--- src/sv/pfva_pkg.sv ---
// types, constants and saturating helpers of the force and virial accumulator
`default_nettype none

package pfva_pkg;

  localparam int ATOM_COUNT_DEF = 4096;
  localparam int IDX_W          = 12;
  localparam int IDX_SPAN       = 1 << IDX_W;
  localparam int D_W            = 32;
  localparam int FORCE_W        = 48;
  localparam int VIR_W          = 64;
  localparam int VIR_N          = 6;
  localparam int QUEUE_DEPTH    = 2;

  // virial component order
  localparam int VIR_XX = 0;
  localparam int VIR_YY = 1;
  localparam int VIR_ZZ = 2;
  localparam int VIR_XY = 3;
  localparam int VIR_XZ = 4;
  localparam int VIR_YZ = 5;

  typedef enum logic [1:0] {
    CMD_NEIGH     = 2'd0,
    CMD_FORCE_RD  = 2'd1,
    CMD_VIRIAL_RD = 2'd2,
    CMD_NONE      = 2'd3
  } cmd_e;

  typedef struct packed {
    logic [1:0]             cmd;
    logic signed [D_W-1:0]  dx;
    logic signed [D_W-1:0]  dy;
    logic signed [D_W-1:0]  dz;
    logic signed [D_W-1:0]  grad_x;
    logic signed [D_W-1:0]  grad_y;
    logic signed [D_W-1:0]  grad_z;
    logic [IDX_W-1:0]       atom_index;
    logic [IDX_W-1:0]       center_index;
    logic                   last;
  } in_item_t;

  typedef struct packed {
    logic signed [FORCE_W-1:0] force_x;
    logic signed [FORCE_W-1:0] force_y;
    logic signed [FORCE_W-1:0] force_z;
    logic signed [VIR_W-1:0]   virial_xx;
    logic signed [VIR_W-1:0]   virial_yy;
    logic signed [VIR_W-1:0]   virial_zz;
    logic signed [VIR_W-1:0]   virial_xy;
    logic signed [VIR_W-1:0]   virial_xz;
    logic signed [VIR_W-1:0]   virial_yz;
  } out_item_t;

  // classified item as it waits for the back end
  typedef struct packed {
    cmd_e                   cmd;
    logic signed [D_W-1:0]  dx;
    logic signed [D_W-1:0]  dy;
    logic signed [D_W-1:0]  dz;
    logic signed [D_W-1:0]  grad_x;
    logic signed [D_W-1:0]  grad_y;
    logic signed [D_W-1:0]  grad_z;
    logic [IDX_W-1:0]       atom_index;
    logic [IDX_W-1:0]       center_index;
    logic                   atom_ok;
    logic                   center_ok;
    logic                   last;
  } work_t;

  typedef struct packed {
    logic pop;
    logic clearing;
  } back_ctl_t;

  typedef struct packed {
    logic signed [FORCE_W-1:0] x;
    logic signed [FORCE_W-1:0] y;
    logic signed [FORCE_W-1:0] z;
  } force_word_t;

  function automatic logic signed [FORCE_W-1:0] clamp_force(
    input logic signed [FORCE_W:0] v
  );
    if (v[FORCE_W] != v[FORCE_W-1]) begin
      return v[FORCE_W] ? {1'b1, {(FORCE_W-1){1'b0}}} : {1'b0, {(FORCE_W-1){1'b1}}};
    end
    return v[FORCE_W-1:0];
  endfunction

  function automatic logic signed [FORCE_W-1:0] force_add(
    input logic signed [FORCE_W-1:0] a,
    input logic signed [FORCE_W-1:0] b
  );
    return clamp_force((FORCE_W+1)'(a) + (FORCE_W+1)'(b));
  endfunction

  function automatic logic signed [FORCE_W-1:0] force_add_grad(
    input logic signed [FORCE_W-1:0] a,
    input logic signed [D_W-1:0]     g
  );
    return clamp_force((FORCE_W+1)'(a) + (FORCE_W+1)'(g));
  endfunction

  function automatic logic signed [FORCE_W-1:0] force_sub_grad(
    input logic signed [FORCE_W-1:0] a,
    input logic signed [D_W-1:0]     g
  );
    return clamp_force((FORCE_W+1)'(a) - (FORCE_W+1)'(g));
  endfunction

  function automatic logic signed [VIR_W-1:0] vir_sub(
    input logic signed [VIR_W-1:0] a,
    input logic signed [VIR_W-1:0] b
  );
    logic signed [VIR_W:0] d;
    d = (VIR_W+1)'(a) - (VIR_W+1)'(b);
    if (d[VIR_W] != d[VIR_W-1]) begin
      return d[VIR_W] ? {1'b1, {(VIR_W-1){1'b0}}} : {1'b0, {(VIR_W-1){1'b1}}};
    end
    return d[VIR_W-1:0];
  endfunction

endpackage

`default_nettype wire

--- src/sv/pfva_fifo.sv ---
// small first-in first-out queue for items of any packed type
`default_nettype none

module pfva_fifo #(
  parameter type T     = logic,
  parameter int  DEPTH = pfva_pkg::QUEUE_DEPTH
) (
  input  logic clk_i,
  input  logic rst_ni,
  input  logic push_i,
  input  T     data_i,
  output logic full_o,
  input  logic pop_i,
  output T     data_o,
  output logic empty_o
);

  localparam int PW = (DEPTH > 1) ? $clog2(DEPTH) : 1;
  localparam int CW = $clog2(DEPTH + 1);

  T              store_q [DEPTH];
  logic [PW-1:0] wr_q;
  logic [PW-1:0] rd_q;
  logic [CW-1:0] cnt_q;
  logic          do_push;
  logic          do_pop;

  assign full_o  = (cnt_q == CW'(DEPTH));
  assign empty_o = (cnt_q == '0);
  assign do_push = push_i && !full_o;
  assign do_pop  = pop_i && !empty_o;
  assign data_o  = store_q[rd_q];

  always_ff @(posedge clk_i or negedge rst_ni) begin
    if (!rst_ni) begin
      wr_q  <= '0;
      rd_q  <= '0;
      cnt_q <= '0;
    end else begin
      if (do_push) begin
        wr_q <= (wr_q == PW'(DEPTH - 1)) ? '0 : wr_q + 1'b1;
      end
      if (do_pop) begin
        rd_q <= (rd_q == PW'(DEPTH - 1)) ? '0 : rd_q + 1'b1;
      end
      case ({do_push, do_pop})
        2'b10:   cnt_q <= cnt_q + 1'b1;
        2'b01:   cnt_q <= cnt_q - 1'b1;
        default: cnt_q <= cnt_q;
      endcase
    end
  end

  always_ff @(posedge clk_i) begin
    if (do_push) begin
      store_q[wr_q] <= data_i;
    end
  end

endmodule

`default_nettype wire

--- config.mk ---
export PLATFORM = sky130hd
export DESIGN_NAME = pfva_fifo
export DESIGN_NICKNAME = d
export VERILOG_FILES = /design/src/sv/pfva_pkg.sv /design/src/sv/pfva_fifo.sv
export SDC_FILE = /design/constraint.sdc
export NUM_CORES = 1
export LEC_CHECK = 0
export BUFFER_PORTS_ARGS = -buffer_cell sky130_fd_sc_hd__buf_2
export CORE_AREA = 5 5 42 44
export CTS_CLUSTER_SIZE = 30
export DETAILED_ROUTE_END_ITERATION = 12
export DIE_AREA = 0 0 47 49
export SETUP_SLACK_MARGIN = 0.2
export SLEW_MARGIN = 20
export SYNTH_ARGS = -nofsm -noshare
export SYNTH_HDL_FRONTEND = slang
export SYNTH_SLANG_ARGS = --single-unit
--- constraint.sdc ---
create_clock -name clk_i -period 1.23 [get_ports clk_i]
set_clock_uncertainty 0.05 [all_clocks]
set_input_delay 0.123 -clock clk_i [delete_from_list [all_inputs] [get_ports clk_i]]
set_output_delay 0.123 -clock clk_i [all_outputs]
set_load 0.03 [all_outputs]
# After elaboration in Yosys (flattened, before gate mapping)
# Memories as Yosys holds them, arrays and structs flattened.
# Cells that the tools add are included.
[op_classes]
addsub = 4
eq_ne = 3
reduce_logical = 6
n_div = 0
order_cmp = 0
n_shift = 0
mux = 5
bitwise_logic = 0
n_mul = 0
[ops]
columns = ["op", "count"]
rows = [
  ["$eq A2 B2 Y1 const B", 2],
  ["$mux W1", 4],
  ["$pmux W2 S2", 1],
  ["$add A1 B1 Y1 const B", 2],
  ["$add A2 B1 Y2 const B", 1],
  ["$eq A2 B1 Y1 const B", 1],
  ["$logic_and A1 B1 Y1", 2],
  ["$logic_not A1 Y1", 2],
  ["$logic_not A2 Y1", 1],
  ["$reduce_bool A2 Y1", 1],
  ["$sub A2 B1 Y2 const B", 1],
]
[word_totals]
output_inout_bits = 3
ramBits = 2
latch_bits = 0
ff_bits = 4
wordCells = 22
n_memories = 1
rom_bits = 0
input_bits = 5
[memory_table]
columns = ["memory", "words", "width", "read_ports", "rd_clocked_by_memory_dff", "write_ports", "line", "source"]
rows = [
  ["store_q", 2, 1, 1, 0, 1, "pfva_fifo.sv:21", "T store_q [DEPTH];"],
]

# Logic depth before layout (Yosys ltp)
# Gate-level depths: netlist of run 1.
[depth]
depth_word = 5
depth_mapped = 6
depth_no_buf = 6

# Least setup slack after synthesis of run 1
# Ideal clock, no wire load.
[synth_timing]
path_kind = "reg-to-reg"
from = "register cnt_q[0]"
to = "register cnt_q[1]"
period_less_slack_ns = 1.684
t_arrival_ns = 1.555
setup_ns = 0.079
t_required_ns = 1.101
path_buffers = 0
setup_slack_ns = -0.454
stages_incl_launch_ff = 6
path_cell_list = "dfrtp_1 -> nor2_1 -> nor2b_2 -> ha_1 -> nor2_1 -> xor2_1"
[synth_between]
elab_chain_cells = 5
word_cells_on_any_way = 12
classes_between = "add/sub: 2; eq/ne: 3; mux: 1; reduce/logical: 6"
[synth_lines]
columns = ["element", "line", "source"]
rows = [
  ["from (decl)", "pfva_fifo.sv:24", "logic [CW-1:0] cnt_q;"],
  ["from (signal assigned)", "pfva_fifo.sv:47", "2'b10: cnt_q <= cnt_q + 1'b1;"],
  ["from (signal assigned)", "pfva_fifo.sv:48", "2'b01: cnt_q <= cnt_q - 1'b1;"],
  ["from (signal assigned)", "pfva_fifo.sv:49", "default: cnt_q <= cnt_q;"],
  ["$logic_not A2 Y1 (*)", "pfva_fifo.sv:29", "assign empty_o = (cnt_q == '0);"],
  ["net empty_o", "pfva_fifo.sv:15", "output logic empty_o"],
  ["$logic_not A1 Y1 (*)", "pfva_fifo.sv:31", "assign do_pop = pop_i && !empty_o;"],
  ["$logic_and A1 B1 Y1 (*)", "pfva_fifo.sv:31", ""],
  ["net do_pop", "pfva_fifo.sv:26", "logic do_pop;"],
  ["$eq A2 B1 Y1 or $eq A2 B2 Y1 (tied branches)", "pfva_fifo.sv:46", "case ({do_push, do_pop})"],
  ["$pmux W2 S2 or $reduce_bool A2 Y1 (tied branches)", "-", ""],
]
# Mark *: on every way through the listed nets, which the timed path passes. The rest lies on a longest branch.
# A chain may end at the register's enable or synchronous reset.

# Worst setup path after layout of run 1
[layout_timing]
from = "register cnt_q[0]"
to = "register cnt_q[1]"
[layout_between]
elab_chain_cells = 5
word_cells_on_any_way = 12
classes_between = "add/sub: 2; eq/ne: 3; mux: 1; reduce/logical: 6"
[layout_lines]
columns = ["element", "line"]
rows = [
  ["$eq A2 B2 Y1 or $logic_not A2 Y1 (tied branches)", "pfva_fifo.sv:28, pfva_fifo.sv:29"],
  ["$logic_not A1 Y1 (on tied branches)", "pfva_fifo.sv:30, pfva_fifo.sv:31"],
  ["$logic_and A1 B1 Y1 (on tied branches)", "pfva_fifo.sv:30, pfva_fifo.sv:31"],
  ["$eq A2 B1 Y1 or $eq A2 B2 Y1 (tied branches)", "pfva_fifo.sv:46"],
  ["$pmux W2 S2 or $reduce_bool A2 Y1 (tied branches)", "-"],
]
# Several ways; a longest one is shown, not always the timed one.

==> flow_summary.yaml, run 1 <==
outcome:
  status: "complete, but fails checks"
  violations: "setup timing"
floorplanning:
  die_area_mm2: 0.00230
  io_pins: 8
  start_util_pct: 19.1
  design.core.area_mm2: 0.00140
  num_rows: 14
  fp.dieH_um: 49
  die_w_um: 47
critical_path:
  arrival_ps: 1420
  cp_slowest_cell: "dfrtp_1"
  r2r-end: "cnt_q[1]"
  regToRegStartpoint: "cnt_q[0]"
  cp.buffers_inverters: 0
  cp_max_fo: 3
  max_stage_delay_ps: 410
  critical_path_class: "flip-flop to flip-flop"
  cp_num_cells: 6
  r2r_setup_slack_ps: -120
  rr_worst_depth: 6
  cp-end-kind: "flip-flop"
  path_delay_family: "flip-flops"
  crit_chain: "nand2b_4, nand2_4, ha_4, xnor2_1, nor2_1, xor2_1"
  cp.required_ps: 1310
  start_kind: "flip-flop"
logic_synthesis:
  synth_edf_count: 2
  synth.most_common_cell: "dfrtp_1"
  ys_seq_area_share_pct: 59.8
  syn_nets: 27
  synth.distinct_cells: 12
  syn-instance-count: 21
  syn-mean-instance-area_um2: 12.8
  synth.area.top_cells: "dfrtp_1 (37%), edfxtp_1 (22%), xnor2_1 (9.8%)"
  synthFlopType: "dfrtp_1"
  yosysTopAreaCell: "dfrtp_1"
  synthTopCellsByCount: "dfrtp_1 (4), nor2_1 (3), xnor2_1 (3)"
  syn_area_um2: 268
  synth_warnings: 0
  synth-seq-cells: 6
  netlist.area_leader.share_pct: 37.4
  async_reset_ff_share_pct: 66.7
final_layout:
  nNetsFinal: 50
  layout-drive-gt1-share_pct: 72.1
  area_delta_synth_final_pct: 96.3
  finalInstanceArea_um2: 526
  utilization_pct: 37.5
  diodes: 0
routing:
  ant_nets: 0
  drc: 0
  routed_wl_um: 674
  vias: 223
  firstDrtPassIters: 1
  wl_per_cell_um: 11.4
  viasPerCell: 3.78
  drtIter0Drc: 0
timing:
  relSlewSlack_pct: 88.3
  fin_crit_sh_pct: 110
  slew_violations: 0
  min_period_ps: 1350
  tightest_slew_ps: 176
  fmax_mhz: 742
  rsz0062_at_grt: "yes"
  fin_ws_ps: -118
  holdWs_ps: 21.3
  setup_viol: 4
  hold_violations: 0
worst_hold_path:
  hold_depth: 1
  whs_endpoint: "store_q[1]"
  min_path_type: "input pin to flip-flop"
  hp-start: "data_i"
clocking:
  cts_tree: "done"
  h-tree-depth: 1
  cts.reportedPaths.clkPinSlew_ps: 50
  cts_buffers: 3
  cts.sinks: 6
  clk_root_buffer_cell: "clkbuf_4"
  cts_buffer_depth: 2
  clk_latency_ps: 250
job:
  drv_cap: 0
placed_design:
  port_buffers: 7
  gp_congestion: 0.649
  dpl_cell_area_um2: 388
  dp_hpwl_um: 447
grt:
  grt.total_usage_pct: 7.07
  grt_max_degree: 5
  overflow: 0
  grt_pass1_vias: 244
  grt_first_pass_wirelength_um: 1060
  antenna_found_initial: 0
pwr:
  leakagePower_nw: 0.246
  pwr_density_cell_mw_per_mm2: 2850
  ir_drop_v: 0.00130
## through the flow
stage	setup TNS (ps)	setup slack [ps]	std cells	power, mW
detailed placement	-101	-94.8	49	0.963
CTS	-204	-90.3	55	1.37
finish	-204	-118	59	1.50
global placement	-89.8	-89.8	49	0.951
floorplan	-206	-176	21	0.759
global route	-399	-171	59	1.60
## routing by layer
| layer | track usage, % | share of wire [%] | wire length (µm) | vias to the layer above |
|---|---|---|---|---|
| li1 | - | - | - | 110 |
| met1 | 7.57 | 42 | 280 | 102 |
| met2 | 10.6 | 49 | 328 | 11 |
| met3 | 7.01 | 9.5 | 64 | 0 |
| met4 | 0 | 0 | 0 | 0 |
| met5 | 0 | 0 | 0 | - |
## where the power goes
group | switching, mW | internal, mW
Sequential | 0.0957 | 0.303
Clock | 0.0830 | 0.124
Combinational | 0.362 | 0.533
## kinds of logic (layout without fill, tap and decap cells)
group	after synthesis	after routing	share of synthesized area [%]
xor+xnor	5	5	16.4
fa+ha+maj	1	1	4.67
buf+inv	1	23	1.40
flops	6	6	59.8
mux	1	1	4.21
simple gates	7	7	13.6
## worst reg2reg max path, stage by stage (launching register included)
cell      delay, ps
dfrtp_1         410
nand2b_4        170
nand2_4          50
ha_4            150
xnor2_1         150
nor2_1           70
xor2_1          160
## how the worst max path moves through the flow
stage	start	to	slack, ps
floorplan	cnt_q[0]	cnt_q[1]	-180
global placement	cnt_q[0]	cnt_q[1]	-90
detailed placement	cnt_q[0]	cnt_q[1]	-90
CTS	cnt_q[0]	cnt_q[1]	-90
global route	cnt_q[0]	cnt_q[1]	-170
finish	cnt_q[0]	cnt_q[1]	-120
## what timing repair did
action	CTS	global route
setup endpoints to repair	9	9
gates resized for setup	12	6
endpoints found under the hold margin	4	0
pin swaps	4	0
hold buffers	1	0
buffers inserted	1	4
## sequential cells by signal (all words and copies together), names as in the netlist
name / cells
cnt_q: 2
store_q: 2
rd_q: 1
wr_q: 1
## cells in the final DEF (no fill, tap or decap)
cell,instances
inv_2,1
dfrtp_1,3
ha_4,1
and3_4,1
xnor2_1,2
mux2_4,1
buf_4,8
xor2_1,2
nand2b_4,1
edfxtp_1,2
nand2_4,1
clkbuf_1,1
xnor2_2,1
clkbuf_4,3
nor2_1,1
buf_6,5
buf_2,4
dlygate4sd3_1,1
nor2_4,2
dfrtp_2,1
nor2b_4,1
## area by class of cell
class	count	area [µm²]
fillers	147	876
clock buffers	4	26.3
flip-flops and latches	6	161
repair buffers	18	146
well taps	16	20.0
multi-input cells	14	168
inverters	1	3.75
Note: power is estimated with default switching activity, not from simulation.
==> run 2: changes to the inputs <==
CORE_AREA = 2 2 39 41   (was 5 5 42 44)
DIE_AREA = 0 0 41 43   (was 0 0 47 49)
==> run 2 against run 1 <==
  * Sequential share of layout area decreased by 0.99 points
  * Largest power group unchanged
  * Final area grew 3.3%
  * Die area decreased by 23%
  * Maximum frequency is 4.2% higher
  * Clock power decreased by 5%
  * Total power up 2.3%
  * Non-clock buffer count unchanged
  * Critical path depth is the same
  * The flow still finishes with violations (setup timing)
  * Combinational power increased by 5.3%
==> flow_summary.yaml, run 2 (synthesis results as in run 1) <==
grt:
  grt.total_usage_pct: 8.92
  grt_pass1_vias: 239
  grt_max_degree: 5
  antenna_found_initial: 0
  grt_first_pass_wirelength_um: 972
  overflow: 0
critical_path:
  cp.required_ps: 1300
  crit_chain: "nor2_4, nor2b_4, ha_4, xnor2_2, nor2_2, xor2_1"
  cp_slowest_cell: "dfrtp_1"
  cp-end-kind: "flip-flop"
  max_stage_delay_ps: 410
  critical_path_class: "flip-flop to flip-flop"
  start_kind: "flip-flop"
  arrival_ps: 1370
  cp_max_fo: 3
timing:
  slew_violations: 0
  tightest_slew_ps: 169
  setup_viol: 4
  fin_crit_sh_pct: 105
  min_period_ps: 1290
  fmax_mhz: 773
  rsz0062_at_grt: "yes"
  hold_violations: 0
  fin_ws_ps: -64.3
  holdWs_ps: 23.3
  relSlewSlack_pct: 88.8
clocking:
  cts_tree: "done"
  cts_buffer_depth: 2
  cts.reportedPaths.clkPinSlew_ps: 50
  clk_root_buffer_cell: "clkbuf_4"
  h-tree-depth: 1
  cts_buffers: 3
  cts.sinks: 6
  clk_latency_ps: 240
placed_design:
  pre_cts_ws_ps: -98.9
  port_buffers: 7
  gp_congestion: 0.659
  dp_hpwl_um: 421
routing:
  routed_wl_um: 590
  ant_nets: 0
  vias: 230
  drc: 0
  wl_per_cell_um: 10.0
  viasPerCell: 3.90
  drtIter0Drc: 1
  firstDrtPassIters: 2
final_layout:
  nNetsFinal: 50
  fill_cells: 138
  diodes: 0
  reg_top3: "cnt_q x2, store_q x2"
  utilization_pct: 39.2
  area_delta_synth_final_pct: 103
  final_common_cell: "buf_6"
  final_cell_mix: "buf_6 (7), buf_4 (6), buf_2 (4)"
  layout-drive-gt1-share_pct: 76.7
floorplanning:
  design.core.area_mm2: 0.00138
  fp.dieH_um: 43
  die_w_um: 41
  io_pins: 8
  start_util_pct: 19.3
  die_area_mm2: 0.00176
  num_rows: 14
job:
  drv_cap: 0
pwr:
  leakagePower_nw: 0.253
  ir_drop_v: 0.00117
  pwr_density_cell_mw_per_mm2: 2830
  total_power_mw: 1.53
outcome:
  violations: "setup timing"
  status: "complete, but fails checks"
worst_hold_path:
  min_path_type: "input pin to flip-flop"
[run 2: cell count changes in the layout (fill, tap and decap cells not counted)]
cell     delta
buf_6       +2
xnor2_1     -1
nor2_1      -1
nor2_2      +1
buf_4       -2
xnor2_2     +1
[run 2: worst max-delay path, delay by kind of cell, from the launching register on]
family / cells / cell delay (ps)
flops: 1 / 410
xor+xnor: 2 / 290
simple gates: 3 / 260
fa+ha+maj: 1 / 160
[run 2: layer usage]
layer	routed length (µm)	GRT usage [%]
met1	230	9.93
met2	289	12.5
met3	65	7.85
met4	4	2.00
met5	0	0
[run 2: final cells by class]
| type | instances | area [µm²] | share of cell area, % |
|---|---|---|---|
| multi-input combinational | 14 | 178 | 32.7 |
| sequential | 6 | 161 | 29.7 |
| clock buffer | 4 | 26.3 | 4.84 |
| timing repair buffer | 18 | 154 | 28.3 |
| inverter | 1 | 3.75 | 0.691 |
| tap | 16 | 20.0 | 3.69 |
[run 2: timing repair]
item,CTS,global route
setup buffers,3,1
hold buffers,1,0
setup endpoints to repair,9,9
endpoints found under the hold margin,4,0
pin swaps,4,1
gates resized for setup,16,5
[run 2: final timing paths]
kind                       startpoint  slack (ps)         end  cells after the start
hold / removal                 data_i          20  store_q[0]                      1
min in group asynchronous      rst_ni         160        rd_q                      2
max in group asynchronous      rst_ni         830    cnt_q[1]                      2
hold reg to reg                  wr_q         500        wr_q                      1
setup / recovery             cnt_q[0]         -60    cnt_q[1]                      6
setup reg to reg             cnt_q[0]         -60    cnt_q[1]                      6
[run 2: power by group]
part / switching (mW) / internal [mW]
clock: 0.0732 / 0.123
combinational: 0.377 / 0.565
sequential: 0.0929 / 0.303
[run 2: stage by stage]
step / area [µm²] / cells / setup TNS (ps)
3_5_place_dp: 395 / 50 / -118
4_1_cts: 513 / 58 / -219
2_1_floorplan: 295 / 21 / -206
3_3_place_gp: 395 / 50 / -92.8
5_1_grt: 543 / 59 / -367
6_report: 543 / 59 / -155
